[src/sv/near_clip_vertex_interpolator_macros.svh]
// ----------------------------------------------------------------------------
// Near clip vertex interpolator assertion macros
// Concurrent check wrappers; empty when built for synthesis.
// ----------------------------------------------------------------------------
`ifndef NEAR_CLIP_VERTEX_INTERPOLATOR_MACROS_SVH
`define NEAR_CLIP_VERTEX_INTERPOLATOR_MACROS_SVH

`ifndef SYNTHESIS
// condition must hold at every edge out of reset
`define NCVI_ASSERT(label, cond) \
    label: assert property (@(posedge i_clk) disable iff (!i_rst_n) (cond)) \
        else $error("ncvi check failed");
// consequent must hold at the edge after the antecedent
`define NCVI_ASSERT_NEXT(label, ante, cons) \
    label: assert property (@(posedge i_clk) disable iff (!i_rst_n) (ante) |=> (cons)) \
        else $error("ncvi sequence check failed");
`else
`define NCVI_ASSERT(label, cond)
`define NCVI_ASSERT_NEXT(label, ante, cons)
`endif

`endif

[src/sv/ncvi_pkg.sv]
// ----------------------------------------------------------------------------
// Near clip vertex interpolator package
// Shared widths, Q31 constants and the request/status types of the serial units.
// ----------------------------------------------------------------------------
package ncvi_pkg;

    localparam int WORD_W    = 32;
    localparam int Q31_SHIFT = 31;
    localparam int DIV_STEPS = Q31_SHIFT;
    localparam int MUL_STEPS = WORD_W;
    localparam int CNT_W     = $clog2(MUL_STEPS);

    localparam logic [WORD_W-1:0] FACTOR_MAX = 32'h7fff_ffff;
    localparam logic [WORD_W-1:0] FACTOR_MIN = 32'h8000_0000;

    localparam logic KIND_DEPTH = 1'b0;

    typedef struct packed {
        logic                     start;
        logic signed [WORD_W-1:0] num;
        logic signed [WORD_W-1:0] den;
    } t_div_req;

    typedef struct packed {
        logic                     start;
        logic signed [WORD_W-1:0] diff;
        logic signed [WORD_W-1:0] factor;
    } t_mul_req;

    typedef struct packed {
        logic busy;
        logic done;
    } t_unit_sts;

endpackage

[src/sv/near_clip_vertex_interpolator.sv]
// ----------------------------------------------------------------------------
// Near clip vertex interpolator
// Clips one attribute pair per word against the near plane in Q31.
//
//  channel   dir  bits  contents
//  s_axis    in   64    tdata: start_value, end_value; tuser: kind
//  m_axis    out  32    tdata: clipped_value
//  cfg       in   32    near_plane_depth, write enable only
//
//  An attribute word goes straight to the serial multiplier; a depth word
//  first gets its factor, clamped to full scale or taken from the serial
//  divider, and then goes to the multiplier. The divider runs 31 steps and
//  the multiplier 32 steps; start_value plus the product goes to the output.
//  One word is in flight; s_axis_tready rises again once the result is loaded.
//  A finished result waits in the output register while the next word is taken.
//  Reset is synchronous, active low; factor and plane depth reset to zero.
// ----------------------------------------------------------------------------
`include "near_clip_vertex_interpolator_macros.svh"

module near_clip_vertex_interpolator
    import ncvi_pkg::*;
(
    input  logic        i_clk,
    input  logic        i_rst_n,
    input  logic        i_cfg_we,
    input  logic [31:0] i_cfg_wdata,
    input  logic        s_axis_tvalid,
    output logic        s_axis_tready,
    input  logic [63:0] s_axis_tdata,   // [31:0] start_value, [63:32] end_value
    input  logic [0:0]  s_axis_tuser,   // [0] kind
    output logic        m_axis_tvalid,
    input  logic        m_axis_tready,
    output logic [31:0] m_axis_tdata    // [31:0] clipped_value
);

    typedef enum logic [2:0] {
        ST_IDLE,
        ST_FACTOR,
        ST_DIV,
        ST_MUL,
        ST_WRITE
    } t_state;

    t_state                   r_state;
    logic signed [WORD_W-1:0] r_near;
    logic signed [WORD_W-1:0] r_factor;
    logic signed [WORD_W-1:0] r_start;
    logic signed [WORD_W-1:0] r_diff;
    logic signed [WORD_W-1:0] r_num;
    logic                     r_div_start;
    logic                     r_mul_start;
    logic                     r_out_valid;
    logic [WORD_W-1:0]        r_out;

    logic                     w_in_acc;
    logic                     w_slot_free;
    logic signed [WORD_W-1:0] w_neg_den;
    logic                     w_clamp_hi;
    logic                     w_clamp_lo;
    t_div_req                 w_div_req;
    t_mul_req                 w_mul_req;
    t_unit_sts                w_div_sts;
    t_unit_sts                w_mul_sts;
    logic [WORD_W-1:0]        w_div_q;
    logic [WORD_W-1:0]        w_mul_res;

    assign s_axis_tready = (r_state == ST_IDLE) && !w_div_sts.busy && !w_mul_sts.busy;
    assign w_in_acc      = s_axis_tvalid && s_axis_tready;
    assign w_slot_free   = !r_out_valid || m_axis_tready;

    // den is end - start, already held in r_diff
    assign w_neg_den  = WORD_W'(0) - r_diff;
    assign w_clamp_hi = (r_num >= r_diff);
    assign w_clamp_lo = (r_num <= w_neg_den);

    assign w_div_req.start = r_div_start;
    assign w_div_req.num   = r_num;
    assign w_div_req.den   = r_diff;

    assign w_mul_req.start  = r_mul_start;
    assign w_mul_req.diff   = r_diff;
    assign w_mul_req.factor = r_factor;

    ncvi_div u_div (
        .i_clk   (i_clk),
        .i_rst_n (i_rst_n),
        .i_req   (w_div_req),
        .o_sts   (w_div_sts),
        .o_quot  (w_div_q)
    );

    ncvi_mul u_mul (
        .i_clk   (i_clk),
        .i_rst_n (i_rst_n),
        .i_req   (w_mul_req),
        .o_sts   (w_mul_sts),
        .o_prod  (w_mul_res)
    );

    always_ff @(posedge i_clk) begin
        if (!i_rst_n) begin
            r_near <= '0;
        end else if (i_cfg_we) begin
            r_near <= i_cfg_wdata;
        end
    end

    always_ff @(posedge i_clk) begin
        if (!i_rst_n) begin
            r_state     <= ST_IDLE;
            r_factor    <= '0;
            r_div_start <= 1'b0;
            r_mul_start <= 1'b0;
            r_out_valid <= 1'b0;
        end else begin
            r_div_start <= 1'b0;
            r_mul_start <= 1'b0;
            if (r_out_valid && m_axis_tready) begin
                r_out_valid <= 1'b0;
            end
            unique case (r_state)
                ST_IDLE: begin
                    if (w_in_acc) begin
                        if (s_axis_tuser[0] == KIND_DEPTH) begin
                            r_state <= ST_FACTOR;
                        end else begin
                            r_mul_start <= 1'b1;
                            r_state     <= ST_MUL;
                        end
                    end
                end
                ST_FACTOR: begin
                    if (w_clamp_hi) begin
                        r_factor    <= FACTOR_MAX;
                        r_mul_start <= 1'b1;
                        r_state     <= ST_MUL;
                    end else if (w_clamp_lo) begin
                        r_factor    <= FACTOR_MIN;
                        r_mul_start <= 1'b1;
                        r_state     <= ST_MUL;
                    end else begin
                        r_div_start <= 1'b1;
                        r_state     <= ST_DIV;
                    end
                end
                ST_DIV: begin
                    if (w_div_sts.done) begin
                        r_factor    <= w_div_q;
                        r_mul_start <= 1'b1;
                        r_state     <= ST_MUL;
                    end
                end
                ST_MUL: begin
                    if (w_mul_sts.done) begin
                        r_state <= ST_WRITE;
                    end
                end
                ST_WRITE: begin
                    // hold until the output register can take the word
                    if (w_slot_free) begin
                        r_out_valid <= 1'b1;
                        r_state     <= ST_IDLE;
                    end
                end
                default: begin
                    r_state <= ST_IDLE;
                end
            endcase
        end
    end

    always_ff @(posedge i_clk) begin
        if (w_in_acc) begin
            r_start <= s_axis_tdata[31:0];
            r_diff  <= s_axis_tdata[63:32] - s_axis_tdata[31:0];
            r_num   <= r_near - s_axis_tdata[31:0];
        end
        if (r_state == ST_WRITE && w_slot_free) begin
            r_out <= r_start + w_mul_res;
        end
    end

    assign m_axis_tvalid = r_out_valid;
    assign m_axis_tdata  = r_out;

    `NCVI_ASSERT(a_div_done_in_div, !w_div_sts.done || r_state == ST_DIV)
    `NCVI_ASSERT(a_mul_done_in_mul, !w_mul_sts.done || r_state == ST_MUL)
    `NCVI_ASSERT(a_div_quot_range, !w_div_sts.done || w_div_q != FACTOR_MIN)
    `NCVI_ASSERT_NEXT(a_attr_starts_mul, w_in_acc && s_axis_tuser[0] != KIND_DEPTH, r_mul_start)

endmodule

[src/sv/ncvi_div.sv]
// ----------------------------------------------------------------------------
// Q31 factor divider
// Restoring divider, one quotient bit per cycle: (|num| << 31) / den, signed.
// ----------------------------------------------------------------------------
module ncvi_div
    import ncvi_pkg::*;
(
    input  logic              i_clk,
    input  logic              i_rst_n,
    input  t_div_req          i_req,
    output t_unit_sts         o_sts,
    output logic [WORD_W-1:0] o_quot
);

    logic                 r_busy;
    logic                 r_done;
    logic [CNT_W-1:0]     r_cnt;
    logic                 r_neg;
    logic [WORD_W-2:0]    r_den;
    logic [WORD_W-2:0]    r_rem;
    logic [DIV_STEPS-1:0] r_q;

    logic [WORD_W-1:0]    w_num_abs;
    logic [WORD_W-1:0]    w_shift;
    logic [WORD_W:0]      w_trial;
    logic                 w_ge;

    // |num| < den, so the magnitude always fits below the sign bit
    assign w_num_abs = i_req.num[WORD_W-1] ? (WORD_W'(0) - i_req.num) : i_req.num;
    assign w_shift   = {r_rem, 1'b0};
    assign w_trial   = {1'b0, w_shift} - {2'b00, r_den};
    assign w_ge      = !w_trial[WORD_W];

    always_ff @(posedge i_clk) begin
        if (!i_rst_n) begin
            r_busy <= 1'b0;
            r_done <= 1'b0;
            r_cnt  <= '0;
        end else begin
            r_done <= 1'b0;
            if (i_req.start && !r_busy) begin
                r_busy <= 1'b1;
                r_cnt  <= CNT_W'(DIV_STEPS - 1);
            end else if (r_busy) begin
                r_cnt <= r_cnt - 1'b1;
                if (r_cnt == '0) begin
                    r_busy <= 1'b0;
                    r_done <= 1'b1;
                end
            end
        end
    end

    always_ff @(posedge i_clk) begin
        if (i_req.start && !r_busy) begin
            r_neg <= i_req.num[WORD_W-1];
            r_den <= i_req.den[WORD_W-2:0];
            r_rem <= w_num_abs[WORD_W-2:0];
            r_q   <= '0;
        end else if (r_busy) begin
            // remainder stays below den, so it never needs the top bit
            r_rem <= w_ge ? w_trial[WORD_W-2:0] : w_shift[WORD_W-2:0];
            r_q   <= {r_q[DIV_STEPS-2:0], w_ge};
        end
    end

    // truncate toward zero: negate the magnitude quotient
    assign o_quot    = r_neg ? (WORD_W'(0) - {1'b0, r_q}) : {1'b0, r_q};
    assign o_sts.busy = r_busy;
    assign o_sts.done = r_done;

endmodule

[src/sv/ncvi_mul.sv]
// ----------------------------------------------------------------------------
// Serial Q31 multiplier
// Shift-add over the factor one bit per cycle; returns (diff * factor) >> 31.
// ----------------------------------------------------------------------------
module ncvi_mul
    import ncvi_pkg::*;
(
    input  logic              i_clk,
    input  logic              i_rst_n,
    input  t_mul_req          i_req,
    output t_unit_sts         o_sts,
    output logic [WORD_W-1:0] o_prod
);

    localparam int ACC_W = WORD_W + 2;

    logic                    r_busy;
    logic                    r_done;
    logic [CNT_W-1:0]        r_cnt;
    logic signed [ACC_W-1:0] r_hi;
    logic [WORD_W-1:0]       r_lo;
    logic signed [ACC_W-1:0] r_mcand;

    logic signed [ACC_W-1:0] w_addend;
    logic signed [ACC_W-1:0] w_sum;

    // the factor's sign bit carries weight -2^31: subtract on the last step
    always_comb begin
        w_addend = '0;
        if (r_lo[0]) begin
            w_addend = (r_cnt == '0) ? -r_mcand : r_mcand;
        end
        w_sum = r_hi + w_addend;
    end

    always_ff @(posedge i_clk) begin
        if (!i_rst_n) begin
            r_busy <= 1'b0;
            r_done <= 1'b0;
            r_cnt  <= '0;
        end else begin
            r_done <= 1'b0;
            if (i_req.start && !r_busy) begin
                r_busy <= 1'b1;
                r_cnt  <= CNT_W'(MUL_STEPS - 1);
            end else if (r_busy) begin
                r_cnt <= r_cnt - 1'b1;
                if (r_cnt == '0) begin
                    r_busy <= 1'b0;
                    r_done <= 1'b1;
                end
            end
        end
    end

    always_ff @(posedge i_clk) begin
        if (i_req.start && !r_busy) begin
            r_hi    <= '0;
            r_lo    <= i_req.factor;
            r_mcand <= ACC_W'(i_req.diff);
        end else if (r_busy) begin
            // shift the partial product right, low bits fill in from the top
            r_hi <= {w_sum[ACC_W-1], w_sum[ACC_W-1:1]};
            r_lo <= {w_sum[0], r_lo[WORD_W-1:1]};
        end
    end

    assign o_prod     = {r_hi[WORD_W-2:0], r_lo[WORD_W-1]};
    assign o_sts.busy = r_busy;
    assign o_sts.done = r_done;

endmodule
[config.mk]
export PLATFORM = sky130hd
export DESIGN_NAME = near_clip_vertex_interpolator
export DESIGN_NICKNAME = d
export VERILOG_FILES = /design/src/sv/ncvi_pkg.sv /design/src/sv/near_clip_vertex_interpolator.sv /design/src/sv/ncvi_div.sv /design/src/sv/ncvi_mul.sv
export VERILOG_INCLUDE_DIRS = /design/src /design/src/sv
export SDC_FILE = /design/constraint.sdc
export NUM_CORES = 1
export LEC_CHECK = 0
export ABC_AREA = 1
export BUFFER_PORTS_ARGS = -buffer_cell sky130_fd_sc_hd__buf_2
export CORE_MARGIN = 2
export CORE_UTILIZATION = 63
export CTS_CLUSTER_DIAMETER = 30
export DETAILED_ROUTE_END_ITERATION = 8
export GPL_ROUTABILITY_DRIVEN = 0
export PLACE_DENSITY_LB_ADDON = 0.08
export SLEW_MARGIN = 30
export SYNTH_ARGS = -nofsm -noshare
export SYNTH_HDL_FRONTEND = slang
export SYNTH_SLANG_ARGS = --single-unit
[constraint.sdc]
create_clock -name i_clk -period 4.7 [get_ports i_clk]
set_clock_uncertainty 0.2 [all_clocks]
set_input_delay 1.175 -clock i_clk [delete_from_list [all_inputs] [get_ports i_clk]]
set_output_delay 1.175 -clock i_clk [all_outputs]
set_load 0.03 [all_outputs]
; Yosys cells after proc, flatten, opt, wreduce, memory -nomap -nowiden
; Index checks and enable logic that the tools add are counted.
[word_totals]
ff_bits = 403
wordCells = 117
out_inout_bits = 34
in_bits = 102
[classes]
n_bitwise = 4
n_mux = 43
addsub = 11
order_cmp = 2
n_eq_ne = 9
n_reduce_logical = 24
[op_table]
columns = op, count
row1 = $mux 32, 6
row2 = $mux 31, 4
row3 = $mux 34, 2
row4 = $pmux 32 s2, 1
row5 = $sub 32x32->32, 2
row6 = $add 33x34->34, 1
row7 = $neg 32->34, 1
row8 = $sub 32x31->33, 1
row9 = $add 32x32->32, 1
row10 = $ge 32x32->1, 1
row11 = $le 32x32->1, 1
row12 = $sub 1x31->32 const A, 1
row13 = $sub 1x32->32 const A, 1
row14 = $sub 1x31->31 const A, 1
row15 = $mux 5, 4
row16 = $mux 1, 19
row17 = $pmux 3 s5, 1
row18 = $mux 3, 4
row19 = $logic_not 5->1, 2
row20 = $sub 5x1->5 const B, 2
row21 = $reduce_or 3->1, 3
row22 = $logic_and 1x1->1, 7
row23 = $eq 3x2->1 const B, 2
row24 = $reduce_bool 2->1, 3
row25 = other kinds (14), 22

; Depth between registers and ports, before layout
[depth]
word_depth = 6
mapped_depth = 27
ltp_nobuf = 27

; Hierarchy
; A second synthesis with hierarchy kept.
[unflattened]
hier_cells = 3893
hier_area_um2 = 28955.3
[modules_own_cells]
columns = module, cells_each, n_inst, area_per_inst_um2
row1 = near_clip_vertex_interpolator, 1691, 1, 13745.7
row2 = ncvi_div, 1247, 1, 8156.6
row3 = ncvi_mul, 955, 1, 7053.0

; Worst setup path before layout
; No wires, ideal clock.
[synth_timing]
path_kind = register to register
startpoint = reg r_diff[3]
endpoint = reg r_factor[11]
arrival_ps = 3196
path_slack_ps = 1189
path_stages_with_launch = 25
t_required_ps = 4385
setup_time_ps = 115
path_buffers = 1
cell_sequence = edfxtp_1 > inv_2 > nand4_2 > nor2_4 > nand3_2 > nor2_4 > nand4_4 > nor2_4 > nand4_4 > nor2_4 > nand3_1 > xor2_1 > ha_1 > a21oi_1 > o21a_1 > nand2_1 > a21oi_1 > nand2_1 > nand2_1 > nand2_1 > nor2_2 > nand3_4 > buf_2 > a21oi_1 > nor2_1
[synth_via]
elab_chain_cells = 4
word_cells_on_any_way = 7
[synth_rtl]
columns = element, line
row1 = from (decl), near_clip_vertex_interpolator.sv:48  ; logic signed [WORD_W-1:0] r_diff;
row2 = from (signal assigned), near_clip_vertex_interpolator.sv:175  ; r_diff <= s_axis_tdata[63:32] - s_axis_tdata[31:0];
row3 = $sub 1x32->32, near_clip_vertex_interpolator.sv:72  ; assign w_neg_den = WORD_W'(0) - r_diff;
row4 = $le 32x32->1, near_clip_vertex_interpolator.sv:74  ; assign w_clamp_lo = (r_num <= w_neg_den);
row5 = $ne 3x3->1 (no line), --
row6 = $reduce_and 3->1 (no line), --
row7 = to (signal assigned), near_clip_vertex_interpolator.sv:148  ; r_factor <= w_div_q;
row8 = to (decl), near_clip_vertex_interpolator.sv:46  ; logic signed [WORD_W-1:0] r_factor;
; Parallel ways exist; a longest one is shown, timed or not.
; A chain may end at the register's enable or synchronous reset.

; Worst setup path in the final report
[layout_timing]
startpoint = reg r_diff[0]
endpoint = reg r_factor[11]
; The elaborated chain is that of the path after synthesis.

==> out/qor.csv <==
stage;metric;value;unit
logic_synthesis;Mapped Nets;3904;
logic_synthesis;Mapped Area;27900;um2
sta;clock period minus final worst setup slack;4.27;ns
outcome;status;finished, final reports clean;
critical_path;r2r startpoint;r_diff[0];
logic_synthesis;Post-synth EDFFs;255;
critical_path;R2R cell count;26;
clock_tree;Bufs on Longest Clock Path;3;
grt;All-Layer GR Usage;35.4;%
critical_path;Worst Setup Start Kind;register;
place;dpl ws;0.384;ns
pwr;VDD IR-drop max;0.443;mV
critical_path;critical path endpoint;r_factor[11];
pwr;Switch Pwr;8.92;mW
logic_synthesis;Post-Synth Adder-Cell Area;10.5;%
job;# Max-Cap Violations;0;
sta;final setup vio count;0;
clock_tree;htree depth;3;
logic_synthesis;Synth Area in Simple Gates;22.8;%
worst_hold_path;worst min-delay path class;register to register;
pwr;net switching fraction of the power;42.2;%
critical_path;WS Path Type;register to register;
grt;antenna violations before repair;3;
sta;RSZ-0062 raised after global routing;false;
logic_synthesis;Commonest cells post-synth;728 x nand2_1, 409 x inv_1, 392 x nor2_1;
grt;first-pass GRT wire length;130;mm
pwr;leakage;14.5;nW
critical_path;Worst EP arrival;4.65;ns
logic_synthesis;largest family of logic cells by synthesized area;simple AND/OR/NAND/NOR gates;
logic_synthesis;Synth Area per Inst;7.81;um2
logic_synthesis;Synth Area in XOR/XNOR;4.65;%
sta;Slew HR;34.7;%
route;antenna viol nets, final;0;
pwr;Pwr Density;655;nW/um2
route;drt first pass iters;9;
logic_synthesis;Area contributors post-synth;edfxtp_1 27%, dfxtp_1 11%, ha_1 10%;
logic_synthesis;Seq/Total Area, Yosys;38.1;%
floorplanning;full die area;46000;um2
clock_tree;clock transition at the registers of the reported paths;0.05;ns
floorplanning;die width;214;um
place;hpwl dp;62.5;mm
clock_tree;CTS Buf Count;88;
worst_hold_path;Hold Path Depth;2;
floorplanning;Starting Density;63.5;%
critical_path;Worst setup EP type;register;
logic_synthesis;Synth warnings;0;
sta;Fmax;234;MHz
floorplanning;IO Pins;136;
cells_and_area;share of cells above drive strength 1;11.2;%
logic_synthesis;top-area cell type share of the netlist area;27.5;%
logic_synthesis;Compound-Gate Fraction of Synth Area;16.7;%
cells_and_area;ant diodes;0;
grt;global route total overflow;0;
clock_tree;clk_lat worst skew;0.64;ns
route;Total Routed Length;82.4;mm
clock_tree;CTS tree;built;
cells_and_area;nets;4073;
sta;Tcrit/Tclk final;90.9;%
route;DRC Markers;0;
logic_synthesis;library cells used by synthesis;70;
pwr;Total Power;21.1;mW
logic_synthesis;Synth Flop Type;edfxtp_1;
critical_path;register-to-register setup slack;0.43;ns
route;DR vias/cell;5.96;
grt;maximum number of pins on one net before global-route repair;80;
logic_synthesis;cell taking the most area after synthesis;edfxtp_1;
logic_synthesis;Synth Instances;3571;
critical_path;crit path max fanout;32;
place;DP Area;29100;um2
place;input/output buffers;135;
sta;Worst Tran Pin Value;0.979;ns
cells_and_area;Final Core Density;73.4;%
sta;fin. max-slew vios;0;
route;WL per Instance;18.7;um
critical_path;Crit. Startpoint;r_diff[0];
logic_synthesis;async set-reset flop share out of synthesis;0;%
pwr;Int Pwr;12.2;mW
sta;worst setup margin;0.425;ns
cells_and_area;P&R area growth vs syn;15.7;%
logic_synthesis;flops & latches, synth;403;
pwr;sequential power share;29.0;%
clock_tree;clk sinks;403;
route;vias;26300;
grt;vias in the first global route;24900;
cells_and_area;post-route cell area;32300;um2
route;initial DRC count;2674;
floorplanning;Die Span Y;214;um
sta;endpoints failing hold;0;
floorplanning;row count;77;
clock_tree;Post-CTS Hold Buffers;0;
logic_synthesis;most frequent cell after synthesis;nand2_1;
clock_tree;clock root cell;clkbuf_16;
pwr;combinational power share;40.9;%
critical_path;Critical R2R Capture;r_factor[11];
pwr;Clock Power Share;30.1;%
logic_synthesis;multiplexer share of the synthesized area;0.251;%
critical_path;Crit path required time;5.07;ns
sta;Fin Setup TNS;0;ns
floorplanning;core footprint;43900;um2
-- area by class of cell --
| class | instances | area [um2] |
|---|---|---|
| Inverter | 423 | 1590 |
| Timing Repair Buffer | 159 | 872 |
| Multi-Input combinational cell | 2665 | 15300 |
| Sequential cell | 403 | 10600 |
| Clock buffer | 102 | 2320 |
| Fill cell | 3408 | 11700 |
| Tap cell | 592 | 741 |
| Clock inverter | 63 | 808 |
-- layout by cell type, fill, tap and decap left out, types with 11 or more instances in the layout --
cell	instances
nand2_1	728
inv_1	406
nor2_1	389
a21oi_1	355
edfxtp_1	255
ha_1	226
o21ai_0	217
nand3_1	167
dfxtp_1	148
buf_2	135
xor2_1	106
clkbuf_16	89
nor3_1	49
xnor2_1	42
o22ai_1	40
o21ai_1	37
o21bai_1	31
nand4_1	29
buf_4	22
a21o_1	20
nor4_1	19
o211ai_1	15
o21a_1	14
clkinv_4	14
or2_2	12
nand2_2	12
a31oi_1	12
a221oi_1	12
inv_2	11
o21ai_2	11
inv_6	11
-- state kept, by name (all words and copies together), names as in the netlist, 3 cells and up --
signal and cells:
u_div.r_cnt 5, r_diff 32, r_start 32, u_mul.r_lo 32, u_div.r_q 31, u_mul.r_hi 33
u_div.r_rem 31, r_factor 32, u_div.r_den 31, r_near 32, m_axis_tdata 32, u_mul.r_cnt 5
r_num 32, r_state 3, u_mul.r_mcand 32
-- cells by family after synthesis --
group,after synthesis
AOI/OAI and AO/OA,811
xor gates and xnor gates,148
adders and majority gates,231
buffers and inverters,503
DFF,403
muxes,7
and+or+nand+nor,1468
-- layer usage --
| layer | track usage (%) | share of wire (%) | up-vias |
|---|---|---|---|
| met5 | 0 | 0.044 | - |
| met4 | 19.3 | 5.2 | 6 |
| met3 | 5.83 | 9.3 | 211 |
| met2 | 55.3 | 44 | 1317 |
| met1 | 47.3 | 41 | 12200 |
| li1 | - | - | 12500 |
-- worst max-delay path, cell delays in order (launching register included) --
cell      delay (ns)
edfxtp_1        0.45
inv_1           0.12
ha_1            0.18
inv_1           0.07
nor2_1          0.16
nand2_1         0.11
nor2_1          0.10
inv_1           0.08
nor2_1          0.15
nand4_1         0.23
nor3_2          0.22
nand2_1         0.10
xor2_1          0.15
ha_1            0.27
nand2_1         0.05
nor2_1          0.15
nand2_1         0.11
nor2_1          0.15
nand2_1         0.09
nand3_1         0.07
nand2_1         0.06
nor2_2          0.21
nand3_4         0.20
buf_6           0.24
nand3_1         0.10
nand2_1         0.08
nor2_1          0.12
-- how the worst min path moves through the flow --
stage,from,to
6_report,r_near[0],r_near[0]
3_5_place_dp,r_factor[10],r_factor[10]
3_3_place_gp,r_factor[9],r_factor[9]
4_1_cts,r_factor[10],r_factor[10]
2_1_floorplan,u_mul.r_hi[31],u_mul.r_hi[31]
5_1_grt,r_factor[10],r_factor[10]
-- repair_timing --
action | 4_1_cts | 5_1_grt
resized for setup | 0 | 2
setup endpoints to repair | 0 | 25
buffers inserted | 0 | 7
-- through the flow --
stage / hold WS (ns) / std cells
4_1_cts: 0.269 / 4400
3_3_place_gp: 0.254 / 4235
3_5_place_dp: 0.261 / 4235
6_report: 0.268 / 4407
2_1_floorplan: 0.235 / 3571
5_1_grt: 0.296 / 4407
-- power by group through the flow --
stage	combinational [mW]	clock, mW	sequential, mW
6_report	8.64	6.36	6.13
4_1_cts	8.46	6.40	6.08
3_3_place_gp	8.07	0	6.08
2_1_floorplan	6.35	0	5.88
3_5_place_dp	8.35	0	6.12
5_1_grt	9.68	6.59	6.20
Power figures use the tool's default switching activity.
